### config.mk
export PLATFORM = sky130hd
export DESIGN_NAME = pwm_divider
export DESIGN_NICKNAME = d
export VERILOG_FILES = /design/src/design/pwm_pkg.sv /design/src/design/pwm_divider.sv
export SDC_FILE = /design/constraint.sdc
export NUM_CORES = 2
export LEC_CHECK = 0
export ABC_AREA = 1
export BUFFER_PORTS_ARGS = -buffer_cell sky130_fd_sc_hd__buf_4
export CELL_PAD_IN_SITES_DETAIL_PLACEMENT = 1
export CELL_PAD_IN_SITES_GLOBAL_PLACEMENT = 2
export CORE_MARGIN = 2
export CORE_UTILIZATION = 39
export CTS_BUF_LIST = sky130_fd_sc_hd__clkbuf_8
export CTS_CLUSTER_DIAMETER = 60
export CTS_CLUSTER_SIZE = 14
export DETAILED_ROUTE_END_ITERATION = 10
export PLACE_DENSITY = 0.95
export SYNTH_ARGS = -nofsm -noshare
export SYNTH_HDL_FRONTEND = slang
export SYNTH_SLANG_ARGS = --single-unit
### constraint.sdc
create_clock -name clk -period 14.1 [get_ports clk]
set_input_delay 0.705 -clock clk [delete_from_list [all_inputs] [get_ports clk]]
set_output_delay 0.705 -clock clk [all_outputs]
set_load 0.05 [all_outputs]
### src/design/pwm_pkg.sv
// package for the pwm period calculator: widths, register indexes, divider step
// no dependencies
package pwm_pkg;
    localparam int CoreW = 28;
    localparam int FreqW = 24;
    localparam int ReqW = 32;
    localparam int TickW = 17;
    localparam int IdxW = 2;
    localparam logic [TickW-1:0] MaxTicks = 17'd65536;
    localparam logic [TickW-1:0] MinTicks = 17'd2;

    typedef enum logic [IdxW-1:0] {
        REG_CORE_CLOCK = 2'd0,
        REG_MIN_FREQ = 2'd1,
        REG_MAX_FREQ = 2'd2
    } reg_idx_t;

    typedef struct packed {
        logic [CoreW-1:0] rem;
        logic [CoreW-1:0] quo;
    } div_state_t;

    // one restoring division step: shift in next dividend bit, subtract if fits
    function automatic div_state_t div_step(div_state_t s, logic [CoreW-1:0] d);
        logic [CoreW:0] r;
        div_state_t o;
        r = {s.rem, s.quo[CoreW-1]};
        o.quo = {s.quo[CoreW-2:0], 1'b0};
        if (r >= {1'b0, d})
        begin
            r = r - {1'b0, d};
            o.quo[0] = 1'b1;
        end
        o.rem = r[CoreW-1:0];
        return o;
    endfunction
endpackage

### src/design/pwm_divider.sv
// pipelined restoring divider, 4 quotient bits per stage, 7 stages
// depends on pwm_pkg; carries a side tag alongside each quotient
module pwm_divider
    import pwm_pkg::*;
(
    input  logic             clk,
    input  logic             rst_n,
    input  logic             adv,
    input  logic             in_valid,
    input  logic [CoreW-1:0] dividend,
    input  logic [CoreW-1:0] divisor,
    input  logic [CoreW-1:0] tag_in,
    output logic             out_valid,
    output logic [CoreW-1:0] quotient,
    output logic [CoreW-1:0] tag_out
);
    localparam int Stages = 7;
    localparam int BitsPer = CoreW / Stages;

    logic [Stages-1:0] vld_reg;
    div_state_t st_reg [Stages];
    logic [CoreW-1:0] dv_reg [Stages];
    logic [CoreW-1:0] tg_reg [Stages];
    div_state_t st_next [Stages];

    // per-stage combinational steps
    always_comb
    begin
        div_state_t s;
        // first stage starts from the incoming dividend
        s.rem = '0;
        s.quo = dividend;
        for (int b = 0; b < BitsPer; b++)
        begin
            s = div_step(s, divisor);
        end
        st_next[0] = s;
        for (int k = 1; k < Stages; k++)
        begin
            s = st_reg[k-1];
            for (int b = 0; b < BitsPer; b++)
            begin
                s = div_step(s, dv_reg[k-1]);
            end
            st_next[k] = s;
        end
    end

    // valid chain
    always_ff @(posedge clk or negedge rst_n)
    begin
        if (!rst_n)
        begin
            vld_reg <= '0;
        end
        else if (adv)
        begin
            vld_reg <= {vld_reg[Stages-2:0], in_valid};
        end
    end

    // payload chain
    always_ff @(posedge clk)
    begin
        if (adv)
        begin
            st_reg[0] <= st_next[0];
            dv_reg[0] <= divisor;
            tg_reg[0] <= tag_in;
            for (int k = 1; k < Stages; k++)
            begin
                st_reg[k] <= st_next[k];
                dv_reg[k] <= dv_reg[k-1];
                tg_reg[k] <= tg_reg[k-1];
            end
        end
    end

    assign out_valid = vld_reg[Stages-1];
    assign quotient  = st_reg[Stages-1].quo;
    assign tag_out   = tg_reg[Stages-1];
endmodule

# Word level (Yosys, flattened, before mapping)
# Memory sizes are Yosys's and may differ from the RTL's.
# Cells that the tools add are included.
[totals]
register_bits = 7
wordCells = 118
out_inout_bits = 57
input_bits = 88
ramBits = 784
mem_count = 3
latchBits = 0
romBits = 0
[memory_table]
columns = ["name", "words", "width", "rd", "rd_ports_with_merged_regs", "write_ports", "line", "text"]
rows = [
  ["st_reg", 7, 56, 7, 0, 7, "pwm_divider.sv:21", "div_state_t st_reg [Stages];"],
  ["dv_reg", 7, 28, 6, 0, 7, "pwm_divider.sv:22", "logic [CoreW-1:0] dv_reg [Stages];"],
  ["tg_reg", 7, 28, 7, 0, 7, "pwm_divider.sv:23", "logic [CoreW-1:0] tg_reg [Stages];"],
]
[classes]
n_addsub = 28
n_bitwise = 0
magnitude_cmp = 28
div = 0
shifts = 0
n_reduce_logical = 0
eq_ne = 0
mul = 0
n_mux = 58
[ops]
columns = ["cell", "n"]
rows = [
  ["$mux 28", 28],
  ["$ge 29x28->1", 27],
  ["$sub 28x28->28", 27],
  ["$mux 1", 30],
  ["$ge 1x28->1", 1],
  ["$sub 1x28->28", 1],
]

# Longest topological paths before layout
[logic_depth]
word_depth = 8
mapped_depth = 66
ltp_nobuf = 63

# Worst setup path after synthesis
# No wires, ideal clock.
[synth_path]
kind = "input-to-reg"
start = "input dividend[27]"
end = "memory st_reg[0][48] (netlist bit) (data pin)"
setup_slack_ns = 6.021
t_arrival_ns = 7.827
required_time_ns = 13.848
cell_stages = 56
setup_time_ns = 0.252
n_path_buf = 5
cell_sequence = "inv_1 > ha_1 > inv_1 > ha_1 > nand2_2 > nor2_2 > nand2_2 > nor2_4 > nor2_1 > or2_1 > buf_2 > clkbuf_1 > clkbuf_1 > nor2_1 > ha_1 > nand2_1 > nor2_1 > nand3_1 > [20 not listed] > a21oi_1 > nand3_2 > buf_2 > nand2_1 > o21ai_0 > fa_1 > inv_1 > nor2_1 > nor2_1 > inv_1 > a21oi_1 > o21bai_1 > a21oi_1 > o21ai_0 > a21oi_1 > xnor2_1 > nand2_1 > nand2_1"
[synth_lines]
columns = ["item", "line", "text"]
rows = [
  ["start, declared", "pwm_divider.sv:10", "input logic [CoreW-1:0] dividend,"],
  ["end, declared", "pwm_divider.sv:21", ""],
]

==> results by group <==
Synth
  • Net count after synthesis: 11400
  • Prevailing post-synth register cell: edfxtp_1
  • Post-Synthesis Cells: approximately 11000
  • Ys async rst share: less than 1%
  • Netlist cell types: 65
  • #FFs+latches synth: around 740
  • EDFF count, synth: roughly 730
  • Register area share after synthesis: 29.6%
  • Avg Inst Size Synth: just over 7 um2
  • Ys Warns: 0
  • Synthesized area: roughly 74000 um2

Route
  • Vias: between 70000 and 80000
  • Routed wire length: between 300 and 400 mm
  • Post-route antenna net violation count: 0
  • Drt first-iter violations: 5224
  • Avg WL per Cell: 23.5 um
  • Residual DRC count: 0
  • Vias per cell: between 5 and 6
  • Pre-antenna DRT Iters: 6

STA
  • Slew margin rel.: roughly 16%
  • Clock Skews: 0.0973 ns
  • Worst-margin pin slew: 1.25 ns
  • RSZ-0062 raised after global routing: false
  • Period utilization: a little under nine tenths
  • Final setup violation count: 0
  • Setup TNS: 0 ns
  • FMAX: between 80 and 90 MHz
  • Final hold violation count: 0
  • Final Max Tran Viols: 0
  • Tmin final: 11.99 ns
  • Final worst slack: approximately 2.1 ns

Critical path
  • Critical path class: flip-flop to flip-flop
  • Most used cell, CP: nand2_1
  • Reg2reg setup slack: roughly 2.1 ns
  • CP arrival: roughly 13 ns
  • R2R Path Start: dv_reg[1][1]$_DFFE_PP_
  • R2R depth: just over 50
  • RR Endpoint: st_reg[2][37]$_DFFE_PP_
  • CP peak stage delay: roughly 1.0 ns
  • Worst path slowest cell: inv_1
  • WP data required: 14.78 ns
  • Crit Path Max Fanout: 32
  • Critical Path End Type: flip-flop
  • Setup crit start kind: flip-flop

Placement
  • Post-DP HPWL: 257 mm
  • Routability cong.: around 1.0
  • Post-Place Worst Slack: roughly 2.3 ns
  • Port Buffers: 144

GRT
  • First-pass GRT wire length: 467 mm
  • Grt total ovfl: 0
  • Total GRT Usage: roughly a third
  • Vias in the first global route: between 70000 and 80000
  • Largest net degree at the start of global routing: just over 90
  • Initial antenna violation count: 5

Finish
  • FILL cells: around 24000
  • Most frequent cells in the layout: nand2_1, inv_1, a21oi_1
  • Syn-to-layout area delta: 8.13%
  • Share of cells above drive strength 1: 4.90%
  • Final nets: 11600
  • Commonest non-fill, non-tap cell in the layout: nand2_1
  • Max reg flops: around 360

Die
  • IO Pins: approximately 150
  • Die width: roughly 440 um
  • DIE AREA: a little under 200000 um2
  • Core area: roughly 190000 um2
  • Chip Height: around 440 um
  • Starting Density: roughly two fifths
  • # rows: 160

Worst hold path
  • Worst hold path type: input port to flip-flop
  • Min-delay src: divisor[8]
  • Worst Hold Path EP: dv_reg[0][8]$_DFFE_PP_
  • Hold Crit Depth: 1

Clock network
  • Cts bufs inserted: 90
  • Clk root buf: clkbuf_8
  • Clock Sink Count: between 700 and 800
  • Longest Clk Path Bufs: 3
  • TritonCTS clock tree: built
  • Resized Gates After CTS: 0
  • Htree depth: 3
  • Clock transition at path regs: about 0.080 ns
  • Clk Latency, worst-skew pair: just over 0.9 ns

Run
  • Maxcap violations: 0

Run status
  • Status: finished clean
## kinds of logic after synthesis
logic type,synth area share [%]
AO/OA/AOI/OAI,12.7
XOR/XNOR,6.83
adder cells (fa/ha/maj),13.4
buffers and inverters,7.53
flip-flops,29.6
multiplexers,0.0151
AND/OR/NAND/NOR,29.9
## layer usage
layer  global-route usage, %  wire length [um]  vias to the layer above
met2                    54.5            150000                     2128
met4                    15.9             18200                        0
met1                    38.3            129000                    36200
met3                    3.75             15200                      675
li1                        -                 -                    35500
met5                       0                 0                        -
## final cells by class
| cell class | instances | area, um2 | share of cell area, % |
|---|---|---|---|
| Clock inverter | 61 | 649 | 0.806 |
| Antenna cell | 5 | 12.5 | 0.0155 |
| Inverter | 1218 | 4580 | 5.68 |
| Multi-Input combinational cell | 8409 | 46900 | 58.2 |
| Sequential cell | 735 | 22000 | 27.4 |
| Timing Repair Buffer | 247 | 2000 | 2.49 |
| Clock buffer | 92 | 1270 | 1.57 |
| Tap cell | 2511 | 3140 | 3.90 |
## through the flow
stage / hold WS (ns) / cell area [um2] / util [%] / std cells
after CTS: 0.0127 / 80500 / 42.4 / 13300
after floorplan: 0.400 / 74500 / - / 10500
after global placement: 0.400 / 78100 / 41.1 / 13100
after global routing: 0.0372 / 80500 / 42.4 / 13300
after detailed placement: 0.405 / 78100 / 41.1 / 13100
final: 0.0696 / 80600 / 42.4 / 13300
## synthesized netlist by cell type, drive strengths merged (6+ instances only)
library cell,instances,area share [%]
a21o,87,0.88
clkbuf,34,0.17
a21oi,789,5.4
fa,26,0.70
and2,13,0.11
nand3,765,5.4
edfxtp,728,29
nor4,55,0.46
o21a,46,0.46
ha,758,13
dfrtp,7,0.24
or2,56,0.47
nand4,124,1.0
nand3b,25,0.25
nor3b,6,0.060
o211ai,32,0.32
o21bai,68,0.69
nor3,104,0.71
buf,130,1.2
and3,7,0.059
a31oi,52,0.44
nand2,3401,17
o21ai,561,3.8
xor2,317,3.7
xnor2,264,3.1
nor2,785,4.2
a21boi,23,0.23
a211oi,9,0.091
inv,1216,6.1
## worst max-delay path: cells and delay by family (launching register included)
| kind | cells | cell delay, ns |
|---|---|---|
| fa+ha+maj | 4 | 1.76 |
| buf+inv | 6 | 2.81 |
| flops | 1 | 0.45 |
| compound gates | 7 | 1.65 |
| simple gates | 34 | 5.01 |
## what timing repair did
| item | CTS | global route |
|---|---|---|
| setup endpoints to repair | 0 | 0 |
| setup buffers | 0 | 0 |
| hold buffers | 56 | 0 |
| hold endpoints to repair | 62 | 0 |
## worst max-delay path by stage
stage	start	cells after the start	to
finish	dv_reg[1][1]$_DFFE_PP_	51	st_reg[2][37]$_DFFE_PP_
global route	dv_reg[1][1]$_DFFE_PP_	48	st_reg[2][49]$_DFFE_PP_
global placement	dv_reg[1][1]$_DFFE_PP_	48	st_reg[2][49]$_DFFE_PP_
detailed placement	dv_reg[1][1]$_DFFE_PP_	48	st_reg[2][49]$_DFFE_PP_
floorplan	dividend[27]	56	st_reg[0][48]$_DFFE_PP_
CTS	dv_reg[1][1]$_DFFE_PP_	52	st_reg[2][32]$_DFFE_PP_
Power is not shown: default switching activity piles up to over one toggle a cycle in this logic, so the estimate is an artifact.
